$ cat config.mk
export PLATFORM = sky130hd
export DESIGN_NAME = multirotor_motor_mixer_core
export DESIGN_NICKNAME = d
export VERILOG_FILES = /design/src/hw/rtl/mrmix_pkg.sv /design/src/hw/rtl/mrmix_axis.sv /design/src/hw/rtl/mrmix_scale.sv /design/src/hw/rtl/multirotor_motor_mixer_core.sv
export SDC_FILE = /design/constraint.sdc
export NUM_CORES = 2
export LEC_CHECK = 0
export BUFFER_PORTS_ARGS = -buffer_cell sky130_fd_sc_hd__buf_2
export CORE_UTILIZATION = 42
export CTS_BUF_LIST = sky130_fd_sc_hd__clkbuf_4 sky130_fd_sc_hd__clkbuf_8
export DETAILED_ROUTE_END_ITERATION = 8
export PLACE_DENSITY_LB_ADDON = 0.12
export REMOVE_ABC_BUFFERS = 1
export SYNTH_ARGS = -nofsm -noshare
export SYNTH_HDL_FRONTEND = slang
export SYNTH_SLANG_ARGS = --single-unit
$ cat constraint.sdc
create_clock -name clk -period 7.2 [get_ports clk]
set_input_delay 1.44 -clock clk [delete_from_list [all_inputs] [get_ports clk]]
set_output_delay 1.44 -clock clk [all_outputs]
set_load 0.02 [all_outputs]
$ cat src/hw/rtl/mrmix_pkg.sv
package mrmix_pkg;

  typedef enum logic [1:0] {
    MODE_FIXED_WING = 2'd0,
    MODE_QUAD_H     = 2'd1,
    MODE_TRI_Y      = 2'd2,
    MODE_UNKNOWN    = 2'd3
  } frame_mode_t;

  // configuration register indexes
  localparam logic [2:0] CFG_FRAME_MODE   = 3'd0;
  localparam logic [2:0] CFG_MAX_TORQUE   = 3'd1;
  localparam logic [2:0] CFG_SIGNAL_LIMIT = 3'd2;
  localparam logic [2:0] CFG_RP_GAIN      = 3'd3;
  localparam logic [2:0] CFG_YAW_GAIN     = 3'd4;
  localparam logic [2:0] CFG_SERVO_PERIOD = 3'd5;

  localparam int CFG_IDX_W  = 3;
  localparam int CFG_DATA_W = 16;

  // reset values
  localparam frame_mode_t RST_FRAME_MODE   = MODE_QUAD_H;
  localparam logic [14:0] RST_MAX_TORQUE   = 15'd512;
  localparam logic [9:0]  RST_SIGNAL_LIMIT = 10'd500;
  localparam logic [7:0]  RST_RP_GAIN      = 8'd20;
  localparam logic [7:0]  RST_YAW_GAIN     = 8'd70;
  localparam logic [15:0] RST_SERVO_PERIOD = 16'd65455;

  localparam int THROTTLE_IDLE  = 15;
  localparam int LEVEL_MAX      = 900;
  localparam int PWM_BASE       = 1000;
  localparam int PWM_SCALE      = 24;
  localparam int SERVO_CENTRE   = 1450;
  localparam int SERVO_FRAME_US = 20000;

  // floor(p / 20000) = (p * SCALE_RECIP) >> SCALE_SHIFT, exact for p below 2^28
  localparam int SCALE_SHIFT = 43;
  localparam logic [28:0] SCALE_RECIP =
    29'(((64'd1 << SCALE_SHIFT) + 64'(SERVO_FRAME_US) - 64'd1) / 64'(SERVO_FRAME_US));

  // per motor: bit 0 roll, bit 1 pitch, bit 2 yaw subtract
  localparam logic [2:0] MIX_NEG [4] = '{3'b100, 3'b001, 3'b010, 3'b111};

  localparam logic [4:0] MASK_FIXED_WING = 5'h01;
  localparam logic [4:0] MASK_QUAD_H     = 5'h0f;
  localparam logic [4:0] MASK_TRI_Y      = 5'h17;
  localparam logic [4:0] MASK_NONE       = 5'h00;

endpackage

$ cat src/hw/rtl/mrmix_axis.sv
module mrmix_axis (
  input  logic               clk,
  input  logic [2:0]         adv,
  input  logic signed [15:0] torque,
  input  logic [14:0]        max_torque,
  input  logic [7:0]         gain,
  input  logic [9:0]         signal_limit,
  output logic signed [10:0] delta
);

  logic signed [15:0] tq_r, tq_nxt;
  logic signed [24:0] prod_r, prod_nxt;
  logic signed [10:0] delta_r, delta_nxt;

  // clamp torque to +/- max_torque
  always_comb begin
    logic signed [16:0] t17;
    logic signed [16:0] lim17;
    t17   = 17'(torque);
    lim17 = signed'({2'b00, max_torque});
    if (t17 > lim17) begin
      tq_nxt = lim17[15:0];
    end else if (t17 < -lim17) begin
      tq_nxt = 16'(-lim17);
    end else begin
      tq_nxt = torque;
    end
  end

  assign prod_nxt = 25'(tq_r) * signed'({17'd0, gain});

  // negate, divide by 256 rounding toward zero, clamp to +/- signal_limit
  always_comb begin
    logic signed [24:0] neg;
    logic signed [16:0] q;
    logic signed [16:0] sl17;
    neg  = -prod_r;
    if (neg < 0) begin
      q = 17'((neg + 25'sd255) >>> 8);
    end else begin
      q = 17'(neg >>> 8);
    end
    sl17 = signed'({7'd0, signal_limit});
    if (q > sl17) begin
      delta_nxt = sl17[10:0];
    end else if (q < -sl17) begin
      delta_nxt = 11'(-sl17);
    end else begin
      delta_nxt = q[10:0];
    end
  end

  always_ff @(posedge clk) begin
    if (adv[0]) tq_r    <= tq_nxt;
    if (adv[1]) prod_r  <= prod_nxt;
    if (adv[2]) delta_r <= delta_nxt;
  end

  assign delta = delta_r;

endmodule

$ cat src/hw/rtl/mrmix_scale.sv
module mrmix_scale (
  input  logic        clk,
  input  logic        adv,
  input  logic [11:0] value,
  input  logic [15:0] period_counts,
  output logic [15:0] scaled
);

  logic [27:0] prod_r, prod_nxt;
  logic [56:0] recip_prod;

  assign prod_nxt = 28'(value) * 28'(period_counts);

  always_ff @(posedge clk) begin
    if (adv) prod_r <= prod_nxt;
  end

  // divide by the frame length through the reciprocal
  assign recip_prod = 57'(prod_r) * 57'(mrmix_pkg::SCALE_RECIP);
  assign scaled     = {2'b00, recip_prod[56:mrmix_pkg::SCALE_SHIFT]};

endmodule

$ cat src/hw/rtl/multirotor_motor_mixer_core.sv
// Multirotor motor mixer core.
// Input channel (in_valid/in_ready) takes one command request: throttle and
// signed Q8.8 roll, pitch and yaw torques. Output channel (out_valid/out_ready)
// returns one set of actuator compare values per request, with write_mask
// flagging which of motor_one..motor_four and yaw_servo are meaningful.
// Configuration (cfg_valid/cfg_ready, cfg_index, cfg_data) sets frame mode,
// limits, gains and the servo period; cfg_ready is always high. Write it only
// while no request is in flight.
// Five register stages: torque clamp, gain multiply, scale and clamp, mix and
// period multiply, reciprocal divide. Throughput: one request per cycle, set by
// the fully pipelined datapath, while the receiver does not stall the output.
// Reset loads the register defaults (quad H frame) and empties the pipeline.
// When the receiver stalls, each stage holds its request; empty stages ahead
// of a stall keep filling, so in_ready only drops once every stage is full.
module multirotor_motor_mixer_core (
  input  logic                                clk,
  input  logic                                rst_n,
  input  logic                                in_valid,
  output logic                                in_ready,
  input  logic [9:0]                          in_throttle,
  input  logic signed [15:0]                  in_roll_torque,
  input  logic signed [15:0]                  in_pitch_torque,
  input  logic signed [15:0]                  in_yaw_torque,
  output logic                                out_valid,
  input  logic                                out_ready,
  output logic [15:0]                         out_motor_one,
  output logic [15:0]                         out_motor_two,
  output logic [15:0]                         out_motor_three,
  output logic [15:0]                         out_motor_four,
  output logic [15:0]                         out_yaw_servo,
  output logic [4:0]                          out_write_mask,
  input  logic                                cfg_valid,
  output logic                                cfg_ready,
  input  logic [mrmix_pkg::CFG_IDX_W-1:0]     cfg_index,
  input  logic [mrmix_pkg::CFG_DATA_W-1:0]    cfg_data
);

  mrmix_pkg::frame_mode_t frame_mode_r;
  logic [14:0] max_torque_r;
  logic [9:0]  signal_limit_r;
  logic [7:0]  rp_gain_r;
  logic [7:0]  yaw_gain_r;
  logic [15:0] servo_period_r;

  logic [5:1] v_r, v_nxt;
  logic [5:1] en;

  logic [9:0] thr1_r, thr2_r, thr3_r;

  logic signed [10:0] d_roll, d_pitch, d_yaw;

  logic [15:0] mot_nxt [4];
  logic [15:0] mot4_r [4];
  logic [4:0]  mask4_r, mask_nxt;
  logic        fw4_r, ty4_r;
  logic [11:0] scale_in;
  logic [15:0] scaled;

  logic [15:0] mot5_r [4];
  logic [15:0] servo5_r;
  logic [4:0]  mask5_r;

  assign cfg_ready = 1'b1;

  always_ff @(posedge clk) begin
    if (!rst_n) begin
      frame_mode_r   <= mrmix_pkg::RST_FRAME_MODE;
      max_torque_r   <= mrmix_pkg::RST_MAX_TORQUE;
      signal_limit_r <= mrmix_pkg::RST_SIGNAL_LIMIT;
      rp_gain_r      <= mrmix_pkg::RST_RP_GAIN;
      yaw_gain_r     <= mrmix_pkg::RST_YAW_GAIN;
      servo_period_r <= mrmix_pkg::RST_SERVO_PERIOD;
    end else if (cfg_valid) begin
      unique case (cfg_index)
        mrmix_pkg::CFG_FRAME_MODE:   frame_mode_r   <= mrmix_pkg::frame_mode_t'(cfg_data[1:0]);
        mrmix_pkg::CFG_MAX_TORQUE:   max_torque_r   <= cfg_data[14:0];
        mrmix_pkg::CFG_SIGNAL_LIMIT: signal_limit_r <= cfg_data[9:0];
        mrmix_pkg::CFG_RP_GAIN:      rp_gain_r      <= cfg_data[7:0];
        mrmix_pkg::CFG_YAW_GAIN:     yaw_gain_r     <= cfg_data[7:0];
        mrmix_pkg::CFG_SERVO_PERIOD: servo_period_r <= cfg_data;
        default: ;
      endcase
    end
  end

  // a stage loads when it is empty or its successor loads too
  always_comb begin
    en[5] = !v_r[5] || out_ready;
    for (int k = 4; k >= 1; k--) begin
      en[k] = !v_r[k] || en[k+1];
    end
    v_nxt = v_r;
    if (en[1]) v_nxt[1] = in_valid;
    for (int k = 2; k <= 5; k++) begin
      if (en[k]) v_nxt[k] = v_r[k-1];
    end
  end

  assign in_ready = en[1];

  always_ff @(posedge clk) begin
    if (!rst_n) begin
      v_r <= '0;
    end else begin
      v_r <= v_nxt;
    end
  end

  mrmix_axis u_roll (
    .clk          (clk),
    .adv          (en[3:1]),
    .torque       (in_roll_torque),
    .max_torque   (max_torque_r),
    .gain         (rp_gain_r),
    .signal_limit (signal_limit_r),
    .delta        (d_roll)
  );

  mrmix_axis u_pitch (
    .clk          (clk),
    .adv          (en[3:1]),
    .torque       (in_pitch_torque),
    .max_torque   (max_torque_r),
    .gain         (rp_gain_r),
    .signal_limit (signal_limit_r),
    .delta        (d_pitch)
  );

  mrmix_axis u_yaw (
    .clk          (clk),
    .adv          (en[3:1]),
    .torque       (in_yaw_torque),
    .max_torque   (max_torque_r),
    .gain         (yaw_gain_r),
    .signal_limit (signal_limit_r),
    .delta        (d_yaw)
  );

  // mix: throttle plus signed axis deltas, clamp, map to compare value
  always_comb begin
    logic signed [12:0] t_s;
    logic signed [12:0] r_s;
    logic signed [12:0] p_s;
    logic signed [12:0] y_s;
    logic signed [12:0] sum;
    logic [9:0]         lvl;
    logic               tri_y;
    t_s   = signed'(13'(thr3_r));
    r_s   = 13'(d_roll);
    p_s   = 13'(d_pitch);
    tri_y = (frame_mode_r == mrmix_pkg::MODE_TRI_Y);
    y_s   = tri_y ? 13'sd0 : 13'(d_yaw);
    for (int i = 0; i < 4; i++) begin
      sum = t_s
          + (mrmix_pkg::MIX_NEG[i][0] ? -r_s : r_s)
          + (mrmix_pkg::MIX_NEG[i][1] ? -p_s : p_s)
          + (mrmix_pkg::MIX_NEG[i][2] ? -y_s : y_s);
      if (thr3_r <= 10'(mrmix_pkg::THROTTLE_IDLE)) begin
        lvl = '0;
      end else if (sum < 0) begin
        lvl = '0;
      end else if (sum > 13'(mrmix_pkg::LEVEL_MAX)) begin
        lvl = 10'(mrmix_pkg::LEVEL_MAX);
      end else begin
        lvl = sum[9:0];
      end
      mot_nxt[i] = (16'(lvl) + 16'(mrmix_pkg::PWM_BASE)) * 16'(mrmix_pkg::PWM_SCALE);
    end
    case (frame_mode_r)
      mrmix_pkg::MODE_QUAD_H: begin
        mask_nxt = mrmix_pkg::MASK_QUAD_H;
      end
      mrmix_pkg::MODE_TRI_Y: begin
        mask_nxt   = mrmix_pkg::MASK_TRI_Y;
        mot_nxt[3] = '0;
      end
      mrmix_pkg::MODE_FIXED_WING: begin
        mask_nxt = mrmix_pkg::MASK_FIXED_WING;
        for (int i = 0; i < 4; i++) mot_nxt[i] = '0;
      end
      default: begin
        mask_nxt = mrmix_pkg::MASK_NONE;
        for (int i = 0; i < 4; i++) mot_nxt[i] = '0;
      end
    endcase
  end

  // servo centre plus yaw delta, or raw throttle in fixed wing
  always_comb begin
    logic signed [12:0] us_s;
    us_s = 13'(mrmix_pkg::SERVO_CENTRE) + 13'(d_yaw);
    if (frame_mode_r == mrmix_pkg::MODE_FIXED_WING) begin
      scale_in = 12'(thr3_r);
    end else begin
      scale_in = us_s[11:0];
    end
  end

  mrmix_scale u_scale (
    .clk           (clk),
    .adv           (en[4]),
    .value         (scale_in),
    .period_counts (servo_period_r),
    .scaled        (scaled)
  );

  always_ff @(posedge clk) begin
    if (en[1]) thr1_r <= in_throttle;
    if (en[2]) thr2_r <= thr1_r;
    if (en[3]) thr3_r <= thr2_r;
    if (en[4]) begin
      mot4_r  <= mot_nxt;
      mask4_r <= mask_nxt;
      fw4_r   <= (frame_mode_r == mrmix_pkg::MODE_FIXED_WING);
      ty4_r   <= (frame_mode_r == mrmix_pkg::MODE_TRI_Y);
    end
    if (en[5]) begin
      mot5_r[0] <= fw4_r ? scaled : mot4_r[0];
      mot5_r[1] <= mot4_r[1];
      mot5_r[2] <= mot4_r[2];
      mot5_r[3] <= mot4_r[3];
      servo5_r  <= ty4_r ? scaled : 16'd0;
      mask5_r   <= mask4_r;
    end
  end

  assign out_valid       = v_r[5];
  assign out_motor_one   = mot5_r[0];
  assign out_motor_two   = mot5_r[1];
  assign out_motor_three = mot5_r[2];
  assign out_motor_four  = mot5_r[3];
  assign out_yaw_servo   = servo5_r;
  assign out_write_mask  = mask5_r;

endmodule

# Word-level counts from Yosys, hierarchy flattened
# Memories as Yosys holds them, arrays and structs flattened.
# Cells that the tools add are included.
# Widths: inputs -> output; s select.
[totals]
in_bits = 82
ramBits = 64
regBits = 370
memories = 1
wordCells = 163
[classes]
magnitude_cmp = 24
eq_ne = 7
multipliers = 9
n_mux = 33
n_addsub = 26
n_reduce_logical = 19
[memory_table]
columns = ["memory", "words", "width", "read_ports", "rd_ports_with_merged_regs", "write_ports", "line", "rtl"]
rows = [
  ["mot5_r", 4, 16, 4, 0, 4, "multirotor_motor_mixer_core.sv:59", "logic [15:0] mot5_r [4];"],
]
[op_table]
columns = ["op", "count"]
rows = [
  ["$mux 10", 15],
  ["$add 25x9->25 const B", 3],
  ["$lt 25x1->1 const B", 3],
  ["$mul 16x9->25", 3],
  ["$neg 25->25", 3],
  ["$add 13x13->13", 5],
  ["$mux 16", 4],
  ["$mul 28x27->55 const B", 1],
  ["$gt 13x11->1 const B", 4],
  ["$lt 13x1->1 const B", 4],
  ["$mul 11x2->13 const B", 4],
  ["$gt 17x11->1", 3],
  ["$lt 16x17->1", 3],
  ["$lt 17x17->1", 3],
  ["$mux 17", 3],
  ["$gt 16x16->1", 3],
  ["$mux 15", 3],
  ["$add 10x10->11 const B", 4],
  ["$mux 11", 3],
  ["$mul 12x16->28", 1],
  ["$neg 11->13", 2],
  ["$neg 10->17", 1],
  ["$neg 15->17", 1],
  ["$pmux 5 s3", 1],
  ["22 further kinds", 38],
]

# Depth between registers and ports, before layout
[depth]
ltp_word = 10
depth_mapped = 36
depth_no_buf = 35

# Modules after synthesis
# Synthesis repeated with hierarchy kept, for this count alone.
[unflattened]
cells_unflattened = 7099
area_unflattened_um2 = 65665.5
[modules_own_cells]
columns = ["module", "area_each_um2", "instances", "cells_per_inst"]
rows = [
  ["mrmix_scale", 20219.4, 1, 2090],
  ["mrmix_axis at u_roll ...", 9823.2, 2, 1120],
  ["multirotor_motor_mixer_core", 16370.7, 1, 1699],
  ["mrmix_axis at u_pitch", 9429.0, 1, 1070],
]

# Least setup slack after synthesis
# Ideal clock, no wire load.
[synth_path]
kind = "register to register"
startpoint = "register frame_mode_r[0]"
endpoint = "register mot4_r[13] in the netlist's numbering (data pin)"
arrival_ns = 6.713
n_path_buf = 2
path_stages_with_launch = 34
slack_ns = 0.218
setup_ns = 0.268
required_ns = 6.932
cell_sequence = "dfxtp_1 -> inv_1 -> ha_1 -> nor2b_1 -> inv_1 -> ha_1 -> clkbuf_1 -> inv_1 -> xnor2_1 -> inv_1 -> fa_1 -> inv_1 -> fa_1 -> a21o_1 -> and4_1 -> or3_1 -> clkbuf_1 -> o41ai_1 -> nor2_1 -> o32ai_1 -> nor2_1 -> nand2_1 -> inv_1 -> ha_1 -> inv_1 -> xnor2_1 -> ha_1 -> nor2b_1 -> o31ai_1 -> a21boi_0 -> o31a_1 -> o21ai_0 -> nand3_1 -> nor3b_1"
[synth_between]
elab_chain_cells = 10
word_cells_on_any_way = 12
cone_classes = "add/sub (3); mul (1); order compare (2); eq/ne (2); mux (4)"
[synth_rtl]
columns = ["element", "line", "rtl"]
rows = [
  ["from (decl)", "multirotor_motor_mixer_core.sv:38", "mrmix_pkg::frame_mode_t frame_mode_r;"],
  ["from (signal assigned)", "multirotor_motor_mixer_core.sv:67", "frame_mode_r <= mrmix_pkg::RST_FRAME_MODE;"],
  ["from (signal assigned)", "multirotor_motor_mixer_core.sv:75", "mrmix_pkg::CFG_FRAME_MODE: frame_mode_r <= mrmix_pkg::frame_mode_t'(cfg_data[1:0]);"],
  ["$eq 2x2->1", "multirotor_motor_mixer_core.sv:151", "tri_y = (frame_mode_r == mrmix_pkg::MODE_TRI_Y);"],
  ["$mux 13", "multirotor_motor_mixer_core.sv:152", "y_s = tri_y ? 13'sd0 : 13'(d_yaw);"],
  ["$neg 13->13", "multirotor_motor_mixer_core.sv:157", "+ (mrmix_pkg::MIX_NEG[i][2] ? -y_s : y_s);"],
  ["$add 13x13->13", "multirotor_motor_mixer_core.sv:157", ""],
  ["$gt 13x11->1", "multirotor_motor_mixer_core.sv:162", "end else if (sum > 13'(mrmix_pkg::LEVEL_MAX)) begin"],
  ["$mux 10", "multirotor_motor_mixer_core.sv:162", ""],
  ["$mux 10", "multirotor_motor_mixer_core.sv:160", "end else if (sum < 0) begin"],
  ["$mux 10", "multirotor_motor_mixer_core.sv:158", "if (thr3_r <= 10'(mrmix_pkg::THROTTLE_IDLE)) begin"],
  ["$add 10x10->11", "multirotor_motor_mixer_core.sv:167", "mot_nxt[i] = (16'(lvl) + 16'(mrmix_pkg::PWM_BASE)) * 16'(mrmix_pkg::PWM_SCALE);"],
  ["$mul 11x2->13", "multirotor_motor_mixer_core.sv:167", ""],
  ["to (signal assigned)", "multirotor_motor_mixer_core.sv:212", "mot4_r <= mot_nxt;"],
  ["to (decl)", "multirotor_motor_mixer_core.sv:53", "logic [15:0] mot4_r [4];"],
]
# Parallel ways exist; a longest one is shown, timed or not.
# A chain may end at the register's enable or synchronous reset.

==> summary.md <==
| Metric | Value |
|---|---|
| Number of instances in the placed design | `8633` |
| Area after DPL | `0.0662 mm²` |
| Design area | `0.0687 mm²` |
| Max Fclk | `144 MHz` |
| Die X-Extent | `386 µm` |
| I/O pin count | `170` |
| Avg Inst Size Synth | `9.53 µm²` |
| TritonCTS clock tree | `done` |
| Post-Layout Cell Count | `8800` |
| WL per Instance | `19.4 µm` |
| Total wire length | `171000 µm` |
| Row cnt | `140` |
| Initial Util | `0.425` |
| Clock root cell | `clkbuf_8` |
| Routability cong. | `0.919` |
| CP Max Fanout | `4` |
| Layout cells sized above 1 | `0.0999` |
| Worst Tran Pin Value | `1.08 ns` |
| Fillers | `14100` |
| CP Data Required Time | `7.70 ns` |
| Die Area | `0.149 mm²` |
| Total track usage | `0.231` |
| Sequential standard cell area | `0.0116 mm²` |
| Max_slew headroom | `0.279` |
| Post-route ant nets | `0` |
| CP arrival | `7.43 ns` |
| Yosys cell types | `90` |
| Final HPWL DP | `145000 µm` |
| Number of global-route vias before repair | `46800` |
| CP endpoint kind | `register` |
| Max clock buf depth | `3` |
| Remaining Overflow, GRT | `0` |
| Routed vias/inst | `5.16` |
| Cell Area, Synth | `0.0621 mm²` |
| Antenna violations before repair | `18` |
| Place WS | `-0.0660 ns` |
| Sequential area share after synthesis | `0.187` |
| Type of origin of the critical path | `register` |
| Hold Crit Class | `reg2reg` |
| Register bit total from synthesis | `408` |
| Max Clock Skew | `0.0672 ns` |
| Synth area leader | `fa_1` |
| Min Tclk post-route | `6.93 ns` |
| Clk sink count | `408` |
| Final nets | `8526` |
| Total number of yosys warnings | `0` |
| Post-synth EDFFs | `344` |
| Fin. max-slew vios | `0` |
| # Max-Cap Violations | `0` |
| Period utilisation layout | `0.962` |
| Hold WS | `0.406 ns` |
| DRC Markers | `0` |
| Status | `finished, final reports clean` |
| PnR worst setup slack | `0.271 ns` |
| Final setup vio count | `0` |
| First-pass GRT wire length | `269000 µm` |
| DRT iter0 DRCs | `2436` |
| Share of the synthesized area in the top cell type | `0.271` |
| Most frequent cells in the layout | `1208 x inv_1, 840 x fa_1, 773 x ha_1, 581 x nand2_1, 367 x and2_1` |
| Synth top area cells | `fa_1 27%, edfxtp_1 17%, ha_1 16%, inv_1 7.3%, and2_1 3.7%` |
| Pre-antenna DRT Iters | `7` |
| CTS clock-pin slew for the worst setup and hold paths | `0.07 ns` |
| Hold Vio Cnt, Final | `0` |
| # port buffers | `157` |
| Num CTS Buffers | `79` |
| Asr flop ratio synth | `0` |
| Footprint of the multi-input gates | `0.0457 mm²` |
| Clk Latency, worst-skew pair | `0.80 ns` |
| Pin count of the biggest net entering global routing | `79` |
| Via count | `45400` |
| Die Height | `386 µm` |
| Post-synth top flop | `edfxtp_1` |
| Commonest non-fill, non-tap cell in the layout | `inv_1` |
| Core ar. | `0.146 mm²` |
| Area Growth Syn to Fin | `10.6%` |
| RSZ-0062 raised after global routing | `yes` |
| Mapped Cells | `6514` |
| WS Path Type | `reg2reg` |
| Htree depth | `3` |
==> cell usage after synthesis, types with 15 or more instances <==
cell / n
edfxtp_1: 344
a21boi_0: 43
or3_1: 32
nor4_1: 28
nand4_1: 43
inv_1: 1211
and2_1: 368
nand2_1: 583
mux2i_1: 63
nor2_1: 256
o21bai_1: 20
mux2_2: 20
xnor2_1: 240
ha_1: 786
nor3b_1: 15
fa_1: 841
and3_1: 30
o211ai_1: 25
a21oi_1: 260
clkbuf_1: 155
o21ai_0: 150
nand2b_1: 43
o22ai_1: 15
dfxtp_1: 64
o21a_1: 77
nor3_1: 104
o31ai_1: 19
a211oi_1: 37
a21o_1: 76
xor2_1: 78
nor2b_1: 78
a31oi_1: 28
or2_2: 29
nand3_1: 114
==> worst paths after layout <==
check	from	end	slack, ns	cells after the start
setup / recovery	u_scale.prod_r[16]	mot5_r[0][11]	0.27	24
hold / removal	thr1_r[4]	thr2_r[4]	0.41	0
setup reg to reg	u_scale.prod_r[16]	mot5_r[0][11]	0.27	24
hold reg to reg	thr1_r[4]	thr2_r[4]	0.41	0
==> repair_timing <==
action / 4_1_cts / 5_1_grt
endpoints found under the setup margin: 9 / 43
hold endpoints to repair: 0 / 0
hold buffers: 0 / 0
gates resized for setup: 3 / 101
pin swaps: 1 / 23
buffers inserted: 0 / 20
==> final cells by class <==
cell class / instances / share of cell area
Multi-Input combinational cell: 4724 / 0.666
Sequential cell: 408 / 0.169
Inverter: 1211 / 0.0662
Timing Repair Buffer: 393 / 0.0375
Tap cell: 1917 / 0.0349
Clock buffer: 97 / 0.0179
Clock inverter: 44 / 0.00804
Antenna cell: 6 / 0.000219
==> state kept, by name (all words and copies together) (netlist names), 5 cells and up <==
name	count
mot5_r	55
mot4_r	52
u_scale.prod_r	28
u_pitch.prod_r	25
u_roll.prod_r	25
u_yaw.prod_r	25
servo_period_r	16
u_pitch.tq_r	16
u_roll.tq_r	16
u_yaw.tq_r	16
max_torque_r	15
out_yaw_servo	14
u_pitch.delta	11
u_roll.delta	11
u_yaw.delta	11
signal_limit_r	10
thr1_r	10
thr2_r	10
thr3_r	10
rp_gain_r	8
yaw_gain_r	8
v_r	5
==> kinds of logic (layout without fill, tap and decap cells) <==
family | Yosys count | count (layout) | synth area share
other | 2 | 18 | 0.000121
buffers and inverters | 1392 | 1745 | 0.0854
DFF | 408 | 408 | 0.187
xor gates and xnor gates | 318 | 318 | 0.0449
AOI/OAI and AO/OA | 892 | 892 | 0.0933
adders and majority gates | 1630 | 1630 | 0.430
muxes | 84 | 84 | 0.0140
and+or+nand+nor | 1788 | 1788 | 0.145
==> worst max-delay path, cell delays in order (launching register included) <==
cell      delay [ns]
edfxtp_1        0.50
buf_4           0.18
fa_1            0.45
ha_1            0.29
inv_1           0.05
fa_1            0.57
fa_1            0.46
fa_1            0.56
inv_1           0.05
fa_1            0.52
fa_1            0.46
ha_4            0.29
nand4_1         0.09
a211oi_2        0.34
nor2_4          0.11
o21ai_1         0.14
a31oi_1         0.10
buf_4           0.17
a221oi_4        0.28
a41o_1          0.31
inv_1           0.06
o21ai_1         0.17
a21o_1          0.15
xor2_1          0.07
mux2_2          0.26
==> metrics by stage <==
stage	setup TNS (ns)	utilization
6_report	0	0.470
3_5_place_dp	-0.117	0.453
5_1_grt	-0.142	0.470
3_3_place_gp	-0.0928	0.453
2_1_floorplan	0	-
4_1_cts	0	0.466
==> routing by layer <==
metal / global-route usage / share of wire / vias to the layer above
li1: - / - / 21900
met1: 0.316 / 0.46 / 22300
met2: 0.387 / 0.47 / 930
met3: 0.0284 / 0.042 / 199
met4: 0.0606 / 0.024 / 14
met5: 0 / 0.00051 / -
Power is left out: the tool's default activity adds up to more than one toggle a clock period on the data nets, which glitch-free logic cannot reach.
